===== src/hw/rtl/fwr_pkg.sv =====
package fwr_pkg;

   // Field widths of one item
   localparam int FUNC_W   = 2;
   localparam int ID_W     = 22;
   localparam int STATUS_W = 2;
   localparam int COUNT_W  = 5;

   // Default queue depth
   localparam int DEPTH_DEFAULT = 16;

   typedef enum logic [FUNC_W-1:0] {
      OP_ENQ = 2'd0,
      OP_DEQ = 2'd1,
      OP_REM = 2'd2,
      OP_NOP = 2'd3
   } op_type;

   typedef enum logic [STATUS_W-1:0] {
      ST_OK       = 2'd0,
      ST_EMPTY    = 2'd1,
      ST_FULL     = 2'd2,
      ST_NOTFOUND = 2'd3
   } status_type;

   typedef enum logic {
      S_IDLE = 1'b0,
      S_EXEC = 1'b1
   } state_type;

   // Per-cell command
   typedef struct packed {
      logic load;    // take the new identifier
      logic shift;   // take the right neighbor's identifier
   } cell_ctrl_type;

endpackage


===== src/hw/rtl/fwr_if.sv =====
interface fwr_req_if;
   logic                         valid;
   logic                         ready;
   logic [fwr_pkg::FUNC_W-1:0]   func;
   logic [fwr_pkg::ID_W-1:0]     item_id;

   modport source (output valid, output func, output item_id, input ready);
   modport sink   (input valid, input func, input item_id, output ready);
endinterface

interface fwr_rsp_if;
   logic                         valid;
   logic                         ready;
   logic [fwr_pkg::STATUS_W-1:0] status;
   logic [fwr_pkg::ID_W-1:0]     head_id;
   logic                         now_empty;
   logic [fwr_pkg::COUNT_W-1:0]  entry_count;

   modport source (output valid, output status, output head_id, output now_empty,
                   output entry_count, input ready);
   modport sink   (input valid, input status, input head_id, input now_empty,
                   input entry_count, output ready);
endinterface


===== src/hw/rtl/fwr_cell.sv =====
module fwr_cell (
   input  logic                       clock,
   input  fwr_pkg::cell_ctrl_type     ctrl,
   input  logic [fwr_pkg::ID_W-1:0]   new_id,
   input  logic [fwr_pkg::ID_W-1:0]   right_id,
   input  logic [fwr_pkg::ID_W-1:0]   key_id,
   output logic [fwr_pkg::ID_W-1:0]   cell_id,
   output logic                       cell_match
);

   logic [fwr_pkg::ID_W-1:0] id_ff;
   logic [fwr_pkg::ID_W-1:0] id_in;

   // Select load, shift from neighbor, or hold
   always_comb begin
      id_in = id_ff;
      if (ctrl.load) begin
         id_in = new_id;
      end else if (ctrl.shift) begin
         id_in = right_id;
      end
   end

   always_ff @(posedge clock) begin
      id_ff <= id_in;
   end

   assign cell_id    = id_ff;
   assign cell_match = (id_ff == key_id);

endmodule


===== src/hw/rtl/fifo_with_remove_by_id.sv =====
// Channel  Dir  Payload                                       Accepted when
// req      in   func, item_id                                 req.valid && req.ready
// rsp      out  status, head_id, now_empty, entry_count       rsp.valid && rsp.ready
//
// Enqueue, dequeue and unused codes finish in execute once the output register is free:
// the result is registered and the sequencer returns to idle to take the next item.
// Remove examines one cell per cycle with the scan counter while the output register is
// free, up to the first match or the last entry (no cell is examined when empty).
// A new item is accepted while a finished result waits in the output register.
// Reset (synchronous) empties the queue; cell contents are not cleared.
module fifo_with_remove_by_id #(
   parameter int DEPTH = fwr_pkg::DEPTH_DEFAULT
) (
   input  logic        clock,
   input  logic        reset,
   fwr_req_if.sink     req,
   fwr_rsp_if.source   rsp
);

   localparam int IW = (DEPTH > 1) ? $clog2(DEPTH) : 1;
   localparam int CW = $clog2(DEPTH + 1);
   localparam int WW = CW + 1;
   localparam int XW = CW + fwr_pkg::COUNT_W;

   fwr_pkg::state_type state_ff, state_in;
   fwr_pkg::op_type    op_ff, op_in;
   logic [fwr_pkg::ID_W-1:0] key_ff, key_in;
   logic [CW-1:0]            count_ff, count_in;
   logic [IW-1:0]            scan_ff, scan_in;

   logic                          rsp_valid_ff, rsp_valid_in;
   fwr_pkg::status_type           rsp_status_ff, rsp_status_in;
   logic [fwr_pkg::ID_W-1:0]      rsp_head_ff, rsp_head_in;
   logic                          rsp_empty_ff, rsp_empty_in;
   logic [fwr_pkg::COUNT_W-1:0]   rsp_count_ff, rsp_count_in;

   fwr_pkg::cell_ctrl_type   ctrl [DEPTH];
   logic [fwr_pkg::ID_W-1:0] cell_id [DEPTH];
   logic [DEPTH-1:0]         match_vec;
   logic                     shift_all;
   logic                     shift_from;
   logic                     load_tail;
   logic                     finish;
   logic [XW-1:0]            count_wide;

   // Row of cells; each takes its right neighbor on a shift, the last one keeps its own
   for (genvar g = 0; g < DEPTH; g++) begin : g_cell
      logic [fwr_pkg::ID_W-1:0] right_id;
      if (g == DEPTH - 1) begin : g_last
         assign right_id = cell_id[g];
      end else begin : g_mid
         assign right_id = cell_id[g+1];
      end
      fwr_cell u_cell (
         .clock      (clock),
         .ctrl       (ctrl[g]),
         .new_id     (key_ff),
         .right_id   (right_id),
         .key_id     (key_ff),
         .cell_id    (cell_id[g]),
         .cell_match (match_vec[g])
      );
   end

   // Decode cell commands from the shared control
   always_comb begin
      for (int i = 0; i < DEPTH; i++) begin
         ctrl[i].load  = load_tail && (count_ff == CW'(i));
         ctrl[i].shift = shift_all || (shift_from && (IW'(i) >= scan_ff));
      end
   end

   assign req.ready = (state_ff == fwr_pkg::S_IDLE);

   // Sequence one operation and build its result
   always_comb begin
      state_in      = state_ff;
      op_in         = op_ff;
      key_in        = key_ff;
      count_in      = count_ff;
      scan_in       = scan_ff;
      rsp_valid_in  = rsp_valid_ff && !rsp.ready;
      rsp_status_in = rsp_status_ff;
      rsp_head_in   = rsp_head_ff;
      load_tail     = 1'b0;
      shift_all     = 1'b0;
      shift_from    = 1'b0;
      finish        = 1'b0;
      case (state_ff)
         fwr_pkg::S_IDLE: begin
            if (req.valid) begin
               op_in    = fwr_pkg::op_type'(req.func);
               key_in   = req.item_id;
               scan_in  = '0;
               state_in = fwr_pkg::S_EXEC;
            end
         end
         fwr_pkg::S_EXEC: begin
            if (!rsp_valid_ff || rsp.ready) begin
               rsp_status_in = fwr_pkg::ST_OK;
               rsp_head_in   = '0;
               case (op_ff)
                  fwr_pkg::OP_ENQ: begin
                     finish = 1'b1;
                     if (count_ff == CW'(DEPTH)) begin
                        rsp_status_in = fwr_pkg::ST_FULL;
                     end else begin
                        load_tail = 1'b1;
                        count_in  = count_ff + CW'(1);
                     end
                  end
                  fwr_pkg::OP_DEQ: begin
                     finish = 1'b1;
                     if (count_ff == '0) begin
                        rsp_status_in = fwr_pkg::ST_EMPTY;
                     end else begin
                        rsp_head_in = cell_id[0];
                        shift_all   = 1'b1;
                        count_in    = count_ff - CW'(1);
                     end
                  end
                  fwr_pkg::OP_REM: begin
                     if (CW'(scan_ff) >= count_ff) begin
                        finish        = 1'b1;
                        rsp_status_in = fwr_pkg::ST_NOTFOUND;
                     end else if (match_vec[scan_ff]) begin
                        finish     = 1'b1;
                        shift_from = 1'b1;
                        count_in   = count_ff - CW'(1);
                     end else if (WW'(scan_ff) + WW'(1) >= WW'(count_ff)) begin
                        finish        = 1'b1;
                        rsp_status_in = fwr_pkg::ST_NOTFOUND;
                     end else begin
                        scan_in = scan_ff + IW'(1);
                     end
                  end
                  default: begin
                     finish = 1'b1;
                  end
               endcase
               if (finish) begin
                  rsp_valid_in = 1'b1;
                  state_in     = fwr_pkg::S_IDLE;
               end
            end
         end
         default: begin
            state_in = fwr_pkg::S_IDLE;
         end
      endcase
   end

   assign count_wide   = XW'(count_in);
   assign rsp_empty_in = finish ? (count_in == '0) : rsp_empty_ff;
   assign rsp_count_in = finish ? count_wide[fwr_pkg::COUNT_W-1:0] : rsp_count_ff;

   // Control registers
   always_ff @(posedge clock) begin
      if (reset) begin
         state_ff     <= fwr_pkg::S_IDLE;
         count_ff     <= '0;
         rsp_valid_ff <= 1'b0;
      end else begin
         state_ff     <= state_in;
         count_ff     <= count_in;
         rsp_valid_ff <= rsp_valid_in;
      end
   end

   // Payload registers
   always_ff @(posedge clock) begin
      op_ff         <= op_in;
      key_ff        <= key_in;
      scan_ff       <= scan_in;
      rsp_status_ff <= rsp_status_in;
      rsp_head_ff   <= rsp_head_in;
      rsp_empty_ff  <= rsp_empty_in;
      rsp_count_ff  <= rsp_count_in;
   end

   assign rsp.valid       = rsp_valid_ff;
   assign rsp.status      = rsp_status_ff;
   assign rsp.head_id     = rsp_head_ff;
   assign rsp.now_empty   = rsp_empty_ff;
   assign rsp.entry_count = rsp_count_ff;

   // Occupancy never exceeds the number of cells
   a_count_bound: assert property (@(posedge clock) disable iff (reset)
      count_ff <= CW'(DEPTH))
      else $error("entry count above depth");

   // An accepted item always moves the sequencer to execute
   a_accept_exec: assert property (@(posedge clock) disable iff (reset)
      (req.valid && req.ready) |=> (state_ff == fwr_pkg::S_EXEC))
      else $error("accepted item not executed");

   // A successful enqueue grows the queue by one
   a_enq_grow: assert property (@(posedge clock) disable iff (reset)
      (load_tail) |=> (count_ff == $past(count_ff) + CW'(1)))
      else $error("enqueue count mismatch");

   // An empty-dequeue result reports an empty queue
   a_empty_flag: assert property (@(posedge clock) disable iff (reset)
      (rsp_valid_ff && rsp_status_ff == fwr_pkg::ST_EMPTY) |-> rsp_empty_ff)
      else $error("empty status without empty flag");

endmodule

===== src/flat_wrapper.sv =====
// flat-port wrapper written by rule: the top's interface ports become plain ports
module fifo_with_remove_by_id_flat 
#(
   parameter int DEPTH = fwr_pkg::DEPTH_DEFAULT
)
  (clock, reset, req_valid, req_func, req_item_id, req_ready, rsp_valid, rsp_status, rsp_head_id, rsp_now_empty, rsp_entry_count, rsp_ready);
  fwr_req_if req_i ();
  fwr_rsp_if rsp_i ();
  input  logic clock;
  input  logic reset;
  input wire logic [$bits(req_i.valid)-1:0] req_valid;
  input wire logic [$bits(req_i.func)-1:0] req_func;
  input wire logic [$bits(req_i.item_id)-1:0] req_item_id;
  output wire logic [$bits(req_i.ready)-1:0] req_ready;
  output wire logic [$bits(rsp_i.valid)-1:0] rsp_valid;
  output wire logic [$bits(rsp_i.status)-1:0] rsp_status;
  output wire logic [$bits(rsp_i.head_id)-1:0] rsp_head_id;
  output wire logic [$bits(rsp_i.now_empty)-1:0] rsp_now_empty;
  output wire logic [$bits(rsp_i.entry_count)-1:0] rsp_entry_count;
  input wire logic [$bits(rsp_i.ready)-1:0] rsp_ready;
  assign req_i.valid = req_valid;
  assign req_i.func = req_func;
  assign req_i.item_id = req_item_id;
  assign req_ready = req_i.ready;
  assign rsp_valid = rsp_i.valid;
  assign rsp_status = rsp_i.status;
  assign rsp_head_id = rsp_i.head_id;
  assign rsp_now_empty = rsp_i.now_empty;
  assign rsp_entry_count = rsp_i.entry_count;
  assign rsp_i.ready = rsp_ready;
  fifo_with_remove_by_id #(.DEPTH(DEPTH)) u_core (.clock(clock), .reset(reset), .req(req_i), .rsp(rsp_i));
endmodule

===== config.mk =====
export PLATFORM = sky130hd
export DESIGN_NAME = fifo_with_remove_by_id_flat
export DESIGN_NICKNAME = d
export VERILOG_FILES = /design/src/hw/rtl/fwr_pkg.sv /design/src/hw/rtl/fwr_if.sv /design/src/hw/rtl/fwr_cell.sv /design/src/hw/rtl/fifo_with_remove_by_id.sv /design/src/flat_wrapper.sv
export SDC_FILE = /design/constraint.sdc
export NUM_CORES = 1
export LEC_CHECK = 0
export BUFFER_PORTS_ARGS = -buffer_cell sky130_fd_sc_hd__clkbuf_2
export CORE_AREA = 2 2 219 265
export DETAILED_ROUTE_END_ITERATION = 10
export DIE_AREA = 0 0 221 267
export PLACE_DENSITY = 0.57
export SLEW_MARGIN = 15
export SYNTH_ARGS = -nofsm -noshare
export SYNTH_HDL_FRONTEND = slang
export SYNTH_SLANG_ARGS = --single-unit

===== constraint.sdc =====
create_clock -name clock -period 8.35 [get_ports clock]
set_clock_uncertainty 0.1 [all_clocks]
set_input_delay 0.4175 -clock clock [delete_from_list [all_inputs] [get_ports clock]]
set_output_delay 0.4175 -clock clock [all_outputs]
set_load 0.05 [all_outputs]

* Word-level counts from Yosys, hierarchy flattened
Cells that the tools add are included.
** Cells by class
- Add/subtract/negate cells :: 4
- Order comparisons :: 18
- Equal/unequal tests :: 40
- Mux-type cells :: 80
- Bitwise operators :: 2
- Reductions and logical operators :: 72
** Operators by type and width (count)
- 22-bit 2-to-1 mux :: 30
- 22-bit == test :: 16
- 5-bit by 4-bit == test with 1-bit output, second input constant :: 8
- 1-bit logical AND :: 32
- 5-bit 2-to-1 mux :: 6
- 2-bit nonzero test :: 15
- 1-bit 2-to-1 mux :: 29
- 4-bit greater-or-equal comparator, first input constant :: 7
- 4-bit 2-to-1 mux :: 6
- 5-bit by 3-bit == test with 1-bit output, second input constant :: 4
- 3-bit by 4-bit greater-or-equal comparator with 1-bit output, first input constant :: 4
- 1-bit logical OR :: 16
- 5-bit case mux with 3 select lines :: 1
- 2-bit inequality test, second input constant :: 6
- 5-bit by 2-bit == test with 1-bit output, second input constant :: 2
- 5-bit zero test :: 2
- 1-bit by 4-bit greater-or-equal comparator with 1-bit output, first input constant :: 2
- 2-bit by 4-bit greater-or-equal comparator with 1-bit output, first input constant :: 2
- 2-bit 2-to-1 mux :: 4
- 4-bit case mux with 2 select lines :: 1
- 6-bit by 5-bit greater-or-equal comparator with 1-bit output :: 1
- 2-bit case mux with 3 select lines :: 1
- 6-bit AND reduction :: 1
- 4-bit by 1-bit adder with 5-bit output, second input constant :: 1
- 16 further kinds :: 19
** Word-level totals
- Bits in registers :: 417
- Bits of input ports :: 28
- Output and inout bits :: 32
- Logic and storage cells :: 242

* Depth between registers and ports, before layout
- Depth in word-level cells :: 12
- Depth in mapped cells :: 14
- Mapped depth without buffers :: 12

* By module
From an unflattened synthesis, not the netlist that was laid out.
** Unflattened totals
- Cell total of the unflattened synthesis :: 1504
- Area total of the unflattened synthesis :: 22073.7 sq um
** By module, submodules not included
- fwr_cell :: instances 16, cells each 76, area an instance 1167.4 sq um, seq. area each 660.6 sq um
- fifo_with_remove_by_id :: instances 1, cells each 288, area an instance 3395.8 sq um, seq. area each 1881.8 sq um

* Least setup slack after synthesis
No wires, ideal clock.
- Path kind :: register -> register
- Start :: register u_core.scan_ff[0]
- End :: register u_core.g_cell[5].u_cell.id_ff, in the netlist u_core.g_cell[5].u_cell.cell_id[0] (enable)
- Setup time :: 432 ps
- Data arrival time :: 3978 ps
- Data required time :: 7818 ps
- Path slack :: 3840 ps
- Stages on the path, launching flop included :: 13
- Buffers on the path :: 2
- Period minus slack after synthesis :: 4510 ps
- Path through :: edfxtp_1 -> clkbuf_1 -> inv_1 -> ha_1 -> nand2b_1 -> a21o_1 -> a21o_1 -> a21oi_1 -> or2_2 -> clkbuf_1 -> nand4_2 -> o21a_1 -> o21ai_0
** On the way
- Longest elaborated chain between the ends :: 10
- Elaborated cells between the ends (all ways) :: 12
- Those cells by class :: 2 x order compare; 7 x mux; 3 x reduce/logical
** Ends and longest elaborated chain
- start, declared :: RTL line fifo_with_remove_by_id.sv:29 : logic [IW-1:0] scan_ff, scan_in;
- start signal, assigned :: RTL line fifo_with_remove_by_id.sv:174 : scan_ff <= scan_in;
- 1-bit binary-select mux with 4-bit select :: RTL line fifo_with_remove_by_id.sv:126 : end else if (match_vec[scan_ff]) begin
- 1-bit 2-to-1 mux (not written as such) :: RTL line fifo_with_remove_by_id.sv:126
- 1-bit 2-to-1 mux :: RTL line fifo_with_remove_by_id.sv:126
- 1-bit 2-to-1 mux :: RTL line fifo_with_remove_by_id.sv:123 : if (CW'(scan_ff) >= count_ff) begin
- 1-bit 2-to-1 mux :: RTL line fifo_with_remove_by_id.sv:102 : case (op_ff)
- 1-bit 2-to-1 mux :: RTL line fifo_with_remove_by_id.sv:99 : if (!rsp_valid_ff || rsp.ready) begin
- 1-bit 2-to-1 mux :: RTL line fifo_with_remove_by_id.sv:89 : case (state_ff)
- 1-bit logical AND (*) :: RTL line fifo_with_remove_by_id.sv:69 : ctrl[i].shift = shift_all || (shift_from && (IW'(i) >= scan_ff));
- 1-bit logical OR (*) :: RTL line fifo_with_remove_by_id.sv:69
- 2-bit nonzero test (no line) (*)
- end signal, assigned :: RTL line fwr_cell.sv:25 : id_ff <= id_in;
- end, declared :: RTL line fwr_cell.sv:11 : logic [fwr_pkg::ID_W-1:0] id_ff;
Mark *: on every way between the ends. The rest lies on a longest branch, timed or not. The select of a mux whose other input is x is not followed.
A chain may end at the register's enable or synchronous reset.

* Worst setup path after layout
- Start :: register u_core.key_ff[17] (netlist bit)
- End :: register u_core.g_cell[3].u_cell.id_ff, in the netlist u_core.g_cell[3].u_cell.cell_id[7] (enable)
** On the way
- Longest elaborated chain between the ends :: 11
- Elaborated cells between the ends (all ways) :: 26
- Those cells by class :: 16 x eq/ne; 7 x mux; 3 x reduce/logical
** Ends and longest elaborated chain
- start, declared :: RTL line fifo_with_remove_by_id.sv:27 : logic [fwr_pkg::ID_W-1:0] key_ff, key_in;
- start signal, assigned :: RTL line fifo_with_remove_by_id.sv:173 : key_ff <= key_in;
- 22-bit == test :: RTL line fwr_cell.sv:29 : assign cell_match = (id_ff == key_id);
- 1-bit binary-select mux with 4-bit select (*) :: RTL line fifo_with_remove_by_id.sv:126
- 1-bit 2-to-1 mux (not written as such) (*) :: RTL line fifo_with_remove_by_id.sv:126
- 1-bit 2-to-1 mux (*) :: RTL line fifo_with_remove_by_id.sv:126
- 1-bit 2-to-1 mux (*) :: RTL line fifo_with_remove_by_id.sv:123
- 1-bit 2-to-1 mux (*) :: RTL line fifo_with_remove_by_id.sv:102
- 1-bit 2-to-1 mux (*) :: RTL line fifo_with_remove_by_id.sv:99
- 1-bit 2-to-1 mux (*) :: RTL line fifo_with_remove_by_id.sv:89
- 1-bit logical AND (*) :: RTL line fifo_with_remove_by_id.sv:69
- 1-bit logical OR (*) :: RTL line fifo_with_remove_by_id.sv:69
- 2-bit nonzero test (no line) (*)
- end signal, assigned :: RTL line fwr_cell.sv:25
- end, declared :: RTL line fwr_cell.sv:11
Marked as above.

==> run_results.csv <==
group,metric,value,unit
floorplan,start_util,39.58,%
critical_path,max_stage_delay,1.06,ns
critical_path,r2r_end,"u_core.g_cell[3].u_cell.cell_id[7]$_DFFE_PP_",
power,irDropWorstVdd,0.0002354,V
critical_path,crit_start,"u_core.key_ff[17]$_DFFE_PP_",
critical_path,cp.depth,12,
layout,drive_gt1_share,31.46,%
yosys,ys_types,55,
yosys,syn-cell-area,0.02239,mm^2
yosys,synth_compound_area_share,2.375,%
layout,syn2layout_area_growth,10.80,%
outcome,status,"completed",
clock_tree,numCtsBuffers,45,
place,io_buffers,59,
job,maxCapViolCount,0,
critical_path,start_kind,"flip-flop",
layout,layout_common_cells,"410 x edfxtp_1, 330 x mux2_2, 212 x xor2_1, 144 x xnor2_1, 59 x clkbuf_2",
yosys,syn_avg_cell_area,14.07,um^2
clock_tree,cts.clk_slew.worst_paths,0.06,ns
floorplan,die_area,0.05901,mm^2
worst_hold_path,worstHoldStart,"rsp_ready",
place,hpwlAfterDp,39390,um
sta,slew-limit-headroom,23.17,%
clock_tree,clk-insertion-delay-late,0.59,ns
yosys,syn-instance-count,1591,
critical_path,crit_path_top_delay_cell,"edfxtp_1",
yosys,yosysWarningCount,0,
layout,num-nets-final,1668,
critical_path,r2r-start,"u_core.key_ff[17]$_DFFE_PP_",
yosys,synth_seq_area_share,55.61,%
critical_path,critical_path.cell_chain,"buf_4 > xor2_1 > nor4_1 > nand4_1 > nor4_1 > o32a_1 > o2111ai_2 > nand2_2 > nand4_2 > or2_1 > o211ai_1 > buf_4",
detailed_routing,wl_per_cell,24.83,um
critical_path,critPathBufInv,2,
detailed_routing,wirelength,59380,um
critical_path,worstSetupPathType,"flip-flop to flip-flop",
floorplan,rows,96,
yosys,synthXorXnorAreaFrac,13.92,%
floorplan,io_pins,60,
clock_tree,cts_sinks,417,
sta,report.final.hold_viol_count,0,
yosys,async_reset_ff_share,0,%
clock_tree,cts_tree,"built",
global_route,grt_pass1_wl,88750,um
yosys,synthAdderAreaFrac,1.006,%
sta,tns,0,ns
clock_tree,h-tree-depth,2,
global_route,grt_usage,20.02,%
power,p_per_area,201.8,mW/mm^2
yosys,synthSimpleGateAreaFrac,6.420,%
critical_path,crit_arrival,5.47,ns
floorplan,dieHeight,267,um
yosys,synth_top_family_by_area,"multiplexers",
floorplan,fp.dieW,221,um
sta,rsz0062_at_grt,"no",
global_route,grt_pass1_vias,13597,
layout,layout_commonest_cell,"edfxtp_1",
place,placed_cell_area,0.02306,mm^2
worst_hold_path,hold_path_class,"input port to flip-flop",
critical_path,cp-endpoint,"u_core.g_cell[3].u_cell.cell_id[7]$_DFFE_PP_",
clock_tree,clockBufferDepth,3,
floorplan,core,0.05657,mm^2
detailed_routing,drt_pass1_iterations,5,
yosys,syn_nets,1637,
critical_path,cp_top_family,"simple AND/OR/NAND/NOR gates",
sta,min_period_over_period,63.45,%
sta,fmax,188.7,MHz
global_route,gr-total-overflow,0,
global_route,grt_max_degree,36,
clock_tree,postCtsSetupRepairBufs,0,
detailed_routing,num_vias,12973,
sta,finalSetupViolations,0,
critical_path,required,8.53,ns
sta,slew_viol_final,0,
power,leakage,8.417,nW
detailed_routing,via_per_inst,5.426,
yosys,synth_edf_count,410,
detailed_routing,antenna_left,0,
clock_tree,root_buffer,"clkbuf_16",
detailed_routing,first_iter_violations,944,
detailed_routing,drcViolationCount,0,
sta,tightest_slew,1.150,ns
place,gp_congestion,0.8661,
critical_path,r2r_cells,12,
critical_path,cp_max_fo,18,
critical_path,crit_path_end_kind,"flip-flop",
yosys,synth_mux_area_share,16.64,%
sta,period_needed,5.298,ns
yosys,synth_ff_type,"edfxtp_1",
critical_path,r2r_setup_slack,3.05,ns
yosys,ys_seq_elements,417,
layout,antenna_cells,0,
layout,design_area,0.02481,mm^2
global_route,antenna_found_initial,0,
## stage by stage
stage | cells | hold WS (ns) | power [mW] | setup WS [ns] | util, %
floorplan | 1591 | 0.3206 | 2.890 | 3.840 | -
global placement | 2284 | 0.4735 | 3.054 | 3.259 | 40.77
detailed placement | 2284 | 0.4858 | 3.056 | 3.160 | 40.77
CTS | 2391 | 0.09876 | 5.051 | 3.118 | 43.81
global route | 2391 | 0.1260 | 5.173 | 2.844 | 43.85
finish | 2391 | 0.1220 | 5.007 | 3.052 | 43.85
## where the power goes
part	internal [mW]	switching, mW
registers	2.38	0.0675
clock network	1.15	0.837
logic	0.197	0.376
total	3.73	1.28
## worst min-delay path: stages
cell      delay, ns
clkbuf_2       0.07
nand2b_1       0.12
o21a_1         0.12
nor2_1         0.03
## Yosys cell counts (all sizes together), types with 4 or more instances
library cell	count	area (um^2)
xnor2	144	1261
nor4	55	387.9
a31oi	4	25.02
and3	27	168.9
o21ai	12	60.05
nor2	23	86.33
xor2	212	1857
dfxtp	7	140.1
nand2	38	145.1
clkbuf	49	183.9
nand2b	6	37.54
nor3	22	110.1
inv	13	48.80
and2	4	25.02
ha	18	225.2
nor2b	8	50.05
mux2	330	3716
edfxtp	410	12310
o211ai	8	60.06
nand3	16	80.08
nand4	47	300.3
buf	87	664.4
o311ai	6	90.09
a21oi	14	70.07
## worst min-delay path by stage
stage,to,depth (start not counted)
2_1_floorplan,u_core.g_cell[15].u_cell.cell_id[11]$_DFFE_PP_,0
3_3_place_gp,u_core.rsp.valid$_SDFF_PP0_,3
3_5_place_dp,u_core.g_cell[5].u_cell.cell_id[17]$_DFFE_PP_,1
4_1_cts,u_core.rsp.valid$_SDFF_PP0_,4
5_1_grt,u_core.rsp.valid$_SDFF_PP0_,4
6_report,u_core.rsp.valid$_SDFF_PP0_,4
## final cells by class
cell class,count,area [um^2]
fillers,5073,31760
flip-flops and latches,417,12450
multi-input cells,1024,9105
clock buffers,62,1334
well taps,735,919.6
repair buffers,120,818.3
clock inverters,19,128.9
inverters,14,52.55
## cell families (layout without fill, tap and decap cells)
| logic type | Yosys count | in the layout |
|---|---|---|
| muxes | 331 | 331 |
| and+or+nand+nor | 253 | 253 |
| DFF | 417 | 417 |
| xor gates and xnor gates | 356 | 356 |
| buffers and inverters | 150 | 215 |
| adders and majority gates | 18 | 18 |
| AOI/OAI and AO/OA | 66 | 66 |
## registers in the layout (all words and copies together), names as in the netlist, 2 cells and up
signal and count:
u_core.count_ff 5, u_core.rsp.status 2, u_core.key_ff 22, u_core.rsp.entry_count 5
u_core.rsp.head_id 22, u_core.g_cell.u_cell.cell_id 352, u_core.op_ff 2, u_core.scan_ff 4
## what timing repair did
item                      4_1_cts  5_1_grt
resized for setup               0        0
hold endpoints to repair       31        0
hold buffers                   26        0
## routing by layer
layer	up-vias	share of wire [%]	track usage [%]
li1	5934	-	-
met1	6629	42	25.07
met2	316	51	35.81
met3	94	4.0	2.653
met4	0	2.8	6.276
met5	-	0	0
(Power assumes the default switching activity.)
